## src/rtl/drmt_pkg.sv

```systemverilog
package drmt_pkg;
  localparam logic [2:0] ST_IGNORED = 3'd0;
  localparam logic [2:0] ST_COUNTED = 3'd1;
  localparam logic [2:0] ST_FULL    = 3'd2;
  localparam logic [2:0] ST_ENTRY   = 3'd3;
  localparam logic [2:0] ST_EMPTY   = 3'd4;
  localparam logic [2:0] ST_CLEARED = 3'd5;

  localparam logic [1:0] FN_FRAME  = 2'd0;
  localparam logic [1:0] FN_REPORT = 2'd1;
  localparam logic [1:0] FN_CLEAR  = 2'd2;
  localparam logic [1:0] FN_UNUSED = 2'd3;

  localparam logic [1:0] REG_WINDOW = 2'd0;
  localparam logic [1:0] REG_FLOOD  = 2'd1;
  localparam logic [1:0] REG_BURST  = 2'd2;

  localparam logic [1:0]  TYPE_MGMT    = 2'd0;

  localparam logic [15:0] WINDOW_RESET = 16'd1000;
  localparam logic [15:0] FLOOD_RESET  = 16'd10;
  localparam logic [15:0] BURST_RESET  = 16'd5;
  localparam logic [11:0] MIN_LENGTH   = 12'd22;
  localparam logic [3:0]  SUB_DEAUTH   = 4'd12;
  localparam logic [3:0]  SUB_DISASSOC = 4'd10;
  localparam logic [9:0]  RATE_SCALE   = 10'd1000;

  typedef struct packed {
    logic [47:0] bssid;
    logic [15:0] count;
    logic [15:0] peak;
    logic [31:0] wstart;
  } slot_t;
endpackage

```

## src/rtl/drmt_div.sv

```systemverilog
module drmt_div (
  input  logic        clk,
  input  logic        rst_n,
  input  logic        go,
  input  logic [25:0] dividend,
  input  logic [15:0] divisor,
  output logic        done,
  output logic [25:0] quotient
);
  import drmt_pkg::*;

  logic [25:0] q_r, q_nxt;
  logic [16:0] rem_r, rem_nxt;
  logic [4:0]  cnt_r, cnt_nxt;
  logic        run_r, run_nxt;
  logic        done_r, done_nxt;
  logic [16:0] trial;

  // restoring division, one quotient bit per cycle
  always_comb begin
    q_nxt    = q_r;
    rem_nxt  = rem_r;
    cnt_nxt  = cnt_r;
    run_nxt  = run_r;
    done_nxt = 1'b0;
    trial    = {rem_r[15:0], q_r[25]};
    if (go) begin
      q_nxt   = dividend;
      rem_nxt = 17'd0;
      cnt_nxt = 5'd0;
      run_nxt = 1'b1;
    end else if (run_r) begin
      if (trial >= {1'b0, divisor}) begin
        rem_nxt = trial - {1'b0, divisor};
        q_nxt   = {q_r[24:0], 1'b1};
      end else begin
        rem_nxt = trial;
        q_nxt   = {q_r[24:0], 1'b0};
      end
      cnt_nxt = cnt_r + 5'd1;
      if (cnt_r == 5'd25) begin
        run_nxt  = 1'b0;
        done_nxt = 1'b1;
      end
    end
  end

  always_ff @(posedge clk) begin
    if (!rst_n) begin
      run_r  <= 1'b0;
      done_r <= 1'b0;
      cnt_r  <= 5'd0;
    end else begin
      run_r  <= run_nxt;
      done_r <= done_nxt;
      cnt_r  <= cnt_nxt;
    end
    q_r   <= q_nxt;
    rem_r <= rem_nxt;
  end

  assign done     = done_r;
  assign quotient = q_r;
endmodule

```

## config.mk

```make
export PLATFORM = sky130hd
export DESIGN_NAME = drmt_div
export DESIGN_NICKNAME = d
export VERILOG_FILES = /design/src/rtl/drmt_pkg.sv /design/src/rtl/drmt_div.sv
export SDC_FILE = /design/constraint.sdc
export NUM_CORES = 1
export LEC_CHECK = 0
export BUFFER_PORTS_ARGS = -buffer_cell sky130_fd_sc_hd__buf_2
export CAP_MARGIN = 40
export CORE_ASPECT_RATIO = 1.1
export CORE_UTILIZATION = 35
export DETAILED_ROUTE_END_ITERATION = 8
export PLACE_DENSITY = 0.65
export SETUP_SLACK_MARGIN = 0.02
export SYNTH_ARGS = -nofsm -noshare
export SYNTH_HDL_FRONTEND = slang
export SYNTH_SLANG_ARGS = --single-unit
```

## constraint.sdc

```tcl
create_clock -name clk -period 3.3 [get_ports clk]
set_input_delay 0.495 -clock clk [delete_from_list [all_inputs] [get_ports clk]]
set_output_delay 0.495 -clock clk [all_outputs]
set_load 0.02 [all_outputs]
```

==> impl_metrics.csv <==
group,metric,value,unit
clock_tree,clock_path_buffers,2,
layout,fin_area,0.003511,mm²
sta,final.setup.tns,0,ps
clock_tree,cts-htree-levels,2,
drt,via_count,2412,
drt,antenna_violating_nets_post_route,0,
global_route,track_usage,0.1485,
floorplanning,dieArea,0.008856,mm²
logic_synthesis,synthFlopType,"edfxtp_1",
hold_path,hold_path_startpoint,"rst_n",
logic_synthesis,yosysWarnings,0,
critical_path,worstPathArrival,2870,ps
sta,fin_crit_sh,0.8045,
job,drv_cap,0,
placement,gp_congestion,0.8424,
critical_path,required,3510,ps
layout,synthToLayoutAreaGrowth,18.25,%
clock_tree,cts_hold_buf,0,
logic_synthesis,syn_area,0.002969,mm²
global_route,grt_pass1_vias,2377,
placement,hpwl,4.769,mm
floorplanning,io_pins,72,
placement,portBuffers,71,
power_and_ir_drop,intPower,1.040,mW
power_and_ir_drop,p_per_area,436.3,mW/mm²
logic_synthesis,syn_inst,292,
logic_synthesis,ys_seq_area_frac,0.4180,
critical_path,path_max_fanout,10,
logic_synthesis,yosys.area.top_type,"edfxtp_1",
layout,n_antenna_cell,0,
global_route,grt_overflow,0,
clock_tree,insertion_delay,300,ps
layout,mostFrequentLayoutCell,"buf_2",
sta,worstMarginPinSlew,542.6,ps
power_and_ir_drop,p_comb_frac,0.279,
global_route,antenna_found_initial,0,
sta,hold_viol,0,
critical_path,r2r_slack,650,ps
floorplanning,fp.dieW,89.82,µm
logic_synthesis,syn_nets,356,
placement,placed_cell_area,0.003425,mm²
run_status,status,"complete, no violations",
floorplanning,fp.dieH,98.60,µm
power_and_ir_drop,ir_drop,0.0002298,V
critical_path,crit_path_start_kind,"flip-flop",
hold_path,hold_path_end,"run_r",
clock_tree,post_cts_resized,0,
floorplanning,start_util,0.3673,
sta,period_needed,2655,ps
layout,final_layout_size_suffix_gt1_frac,0.3223,
layout,final_cell_mix,"71 x buf_2, 29 x nor2_1, 26 x edfxtp_1",
logic_synthesis,async_flop_share,0,
clock_tree,clk_pin_slew,90,ps
critical_path,rr_startpoint,"rem_r[5]",
sta,max_freq,376.7,MHz
clock_tree,cts-buffers-inserted,5,
layout,nNetsFinal,426,
logic_synthesis,ys_ff_latch,49,
clock_tree,post_cts_buffers,0,
global_route,grt_max_degree,27,
power_and_ir_drop,clockPowerShare,0.237,
sta,final_max_slew_viol_count,0,
power_and_ir_drop,power_leakage,1.514,nW
drt,wl,6.411,mm
logic_synthesis,yosysTopAreaCellShare,0.2630,
clock_tree,cts_tree,"built",
critical_path,rr_endpoint,"rem_r[4]",
logic_synthesis,ys_types,54,
drt,dr.pass1.iters,4,
sta,max-slew-margin-rel,0.6344,
sta,rsz0062_at_grt,"no",
hold_path,min_path_type,"in -> reg",
logic_synthesis,synth_area_leaders,"edfxtp_1 26%, dfxtp_1 16%, mux2_2 9.5%",
drt,avgRoutedWirePerCell,13.61,µm
critical_path,endpoint_kind,"flip-flop",
drt,drt_iter0_markers,87,
drt,drc,0,
floorplanning,core.rowCount,34,
clock_tree,cts_root_buf,"clkbuf_8",
critical_path,reg2reg_depth,8,
logic_synthesis,synth_edf_count,26,
floorplanning,core-area,0.008083,mm²
power_and_ir_drop,swShare,0.3213,
power_and_ir_drop,power_switching,492.2,µW
critical_path,critical_path_class,"reg -> reg",
clock_tree,clock-sinks,49,
sta,finClkSkew,4.267,ps
global_route,grt_pass1_wl,10.81,mm
logic_synthesis,syn_area_per_cell,10.17,µm²
power_and_ir_drop,p_seq_frac,0.484,
hold_path,whs_path_depth,2,
sta,finalSetupViolCount,0,
drt,viasPerCell,5.121,
-- synth_stat cells (3+ instances only) --
master    count
a21oi_1      15
nor2_1       29
and3_1        3
inv_1        24
clkbuf_1      4
a211o_1       4
nor3_1        3
o21ai_1       4
mux2i_1       6
nand4_1       6
xnor2_1       6
dfxtp_1      23
mux2_2       25
ha_1         18
nand2b_1      3
a211oi_1      9
nand2_1      15
xor2_1        8
nand3_1       3
o21ai_0       7
a31oi_1       3
buf_1         5
edfxtp_1     26
-- through the flow --
step / cells / setup slack, ps / hold WS [ps] / power, mW / util
after floorplan: 292 / 881.0 / 471.5 / 1.070 / -
after global placement: 463 / 424.7 / 491.7 / 1.177 / 0.4237
after detailed placement: 463 / 358.2 / 504.9 / 1.183 / 0.4237
after CTS: 471 / 616.7 / 410.4 / 1.552 / 0.4344
after global routing: 471 / 385.5 / 416.2 / 1.618 / 0.4344
final: 471 / 645.3 / 419.6 / 1.532 / 0.4344
-- final cells by class --
type	count	area, µm²
fill	807	4572
sequential	49	1241
multi-input combinational	206	1565
timing repair buffer	76	392.9
clock inverter	2	13.76
tap	108	135.1
inverter	24	90.09
clock buffer	6	72.57
-- logic make-up after synthesis --
| group | synth area share |
|---|---|
| flops | 0.4180 |
| mux | 0.1150 |
| fa+ha+maj | 0.08260 |
| simple gates | 0.1193 |
| compound gates | 0.1690 |
| buf+inv | 0.05478 |
| xor+xnor | 0.04130 |
-- worst max path at each step --
| stage | from | endpoint | cells past startpoint |
|---|---|---|---|
| final | rem_r[5] | rem_r[4] | 8 |
| after global routing | rem_r[5] | rem_r[3] | 8 |
| after CTS | quotient[25] | rem_r[4] | 10 |
| after detailed placement | divisor[10] | rem_r[7] | 10 |
| after global placement | divisor[12] | rem_r[7] | 10 |
| after floorplan | divisor[4] | rem_r[14] | 10 |
-- flip-flops by register name, indices dropped and copies added, names as in the netlist --
register / flops
quotient: 26
rem_r: 16
cnt_r: 5
done: 1
run_r: 1
-- worst max-delay path: stages, from the launching register on --
cell      delay [ps]
dfxtp_1          350
ha_1             370
a21oi_1          240
o21ai_1          150
o311ai_1         360
and2_1           490
buf_4            260
nand2_1           70
a311oi_1         270
-- per-layer routing --
metal / GRT usage / vias up / wire (µm)
li1: - / 1208 / -
met2: 0.2420 / 67 / 2834
met4: 0.04161 / 0 / 73
met5: 0 / - / 0
met3: 0.03858 / 6 / 391
met1: 0.1951 / 1131 / 3111
-- power by group through the flow --
stage / registers (mW) / logic (mW) / clock network [mW]
after floorplan: 0.789 / 0.281 / 0
after global placement: 0.755 / 0.422 / 0
after detailed placement: 0.754 / 0.429 / 0
after CTS: 0.742 / 0.431 / 0.379
after global routing: 0.750 / 0.472 / 0.397
final: 0.742 / 0.428 / 0.362
Power figures use the tool's default switching activity.
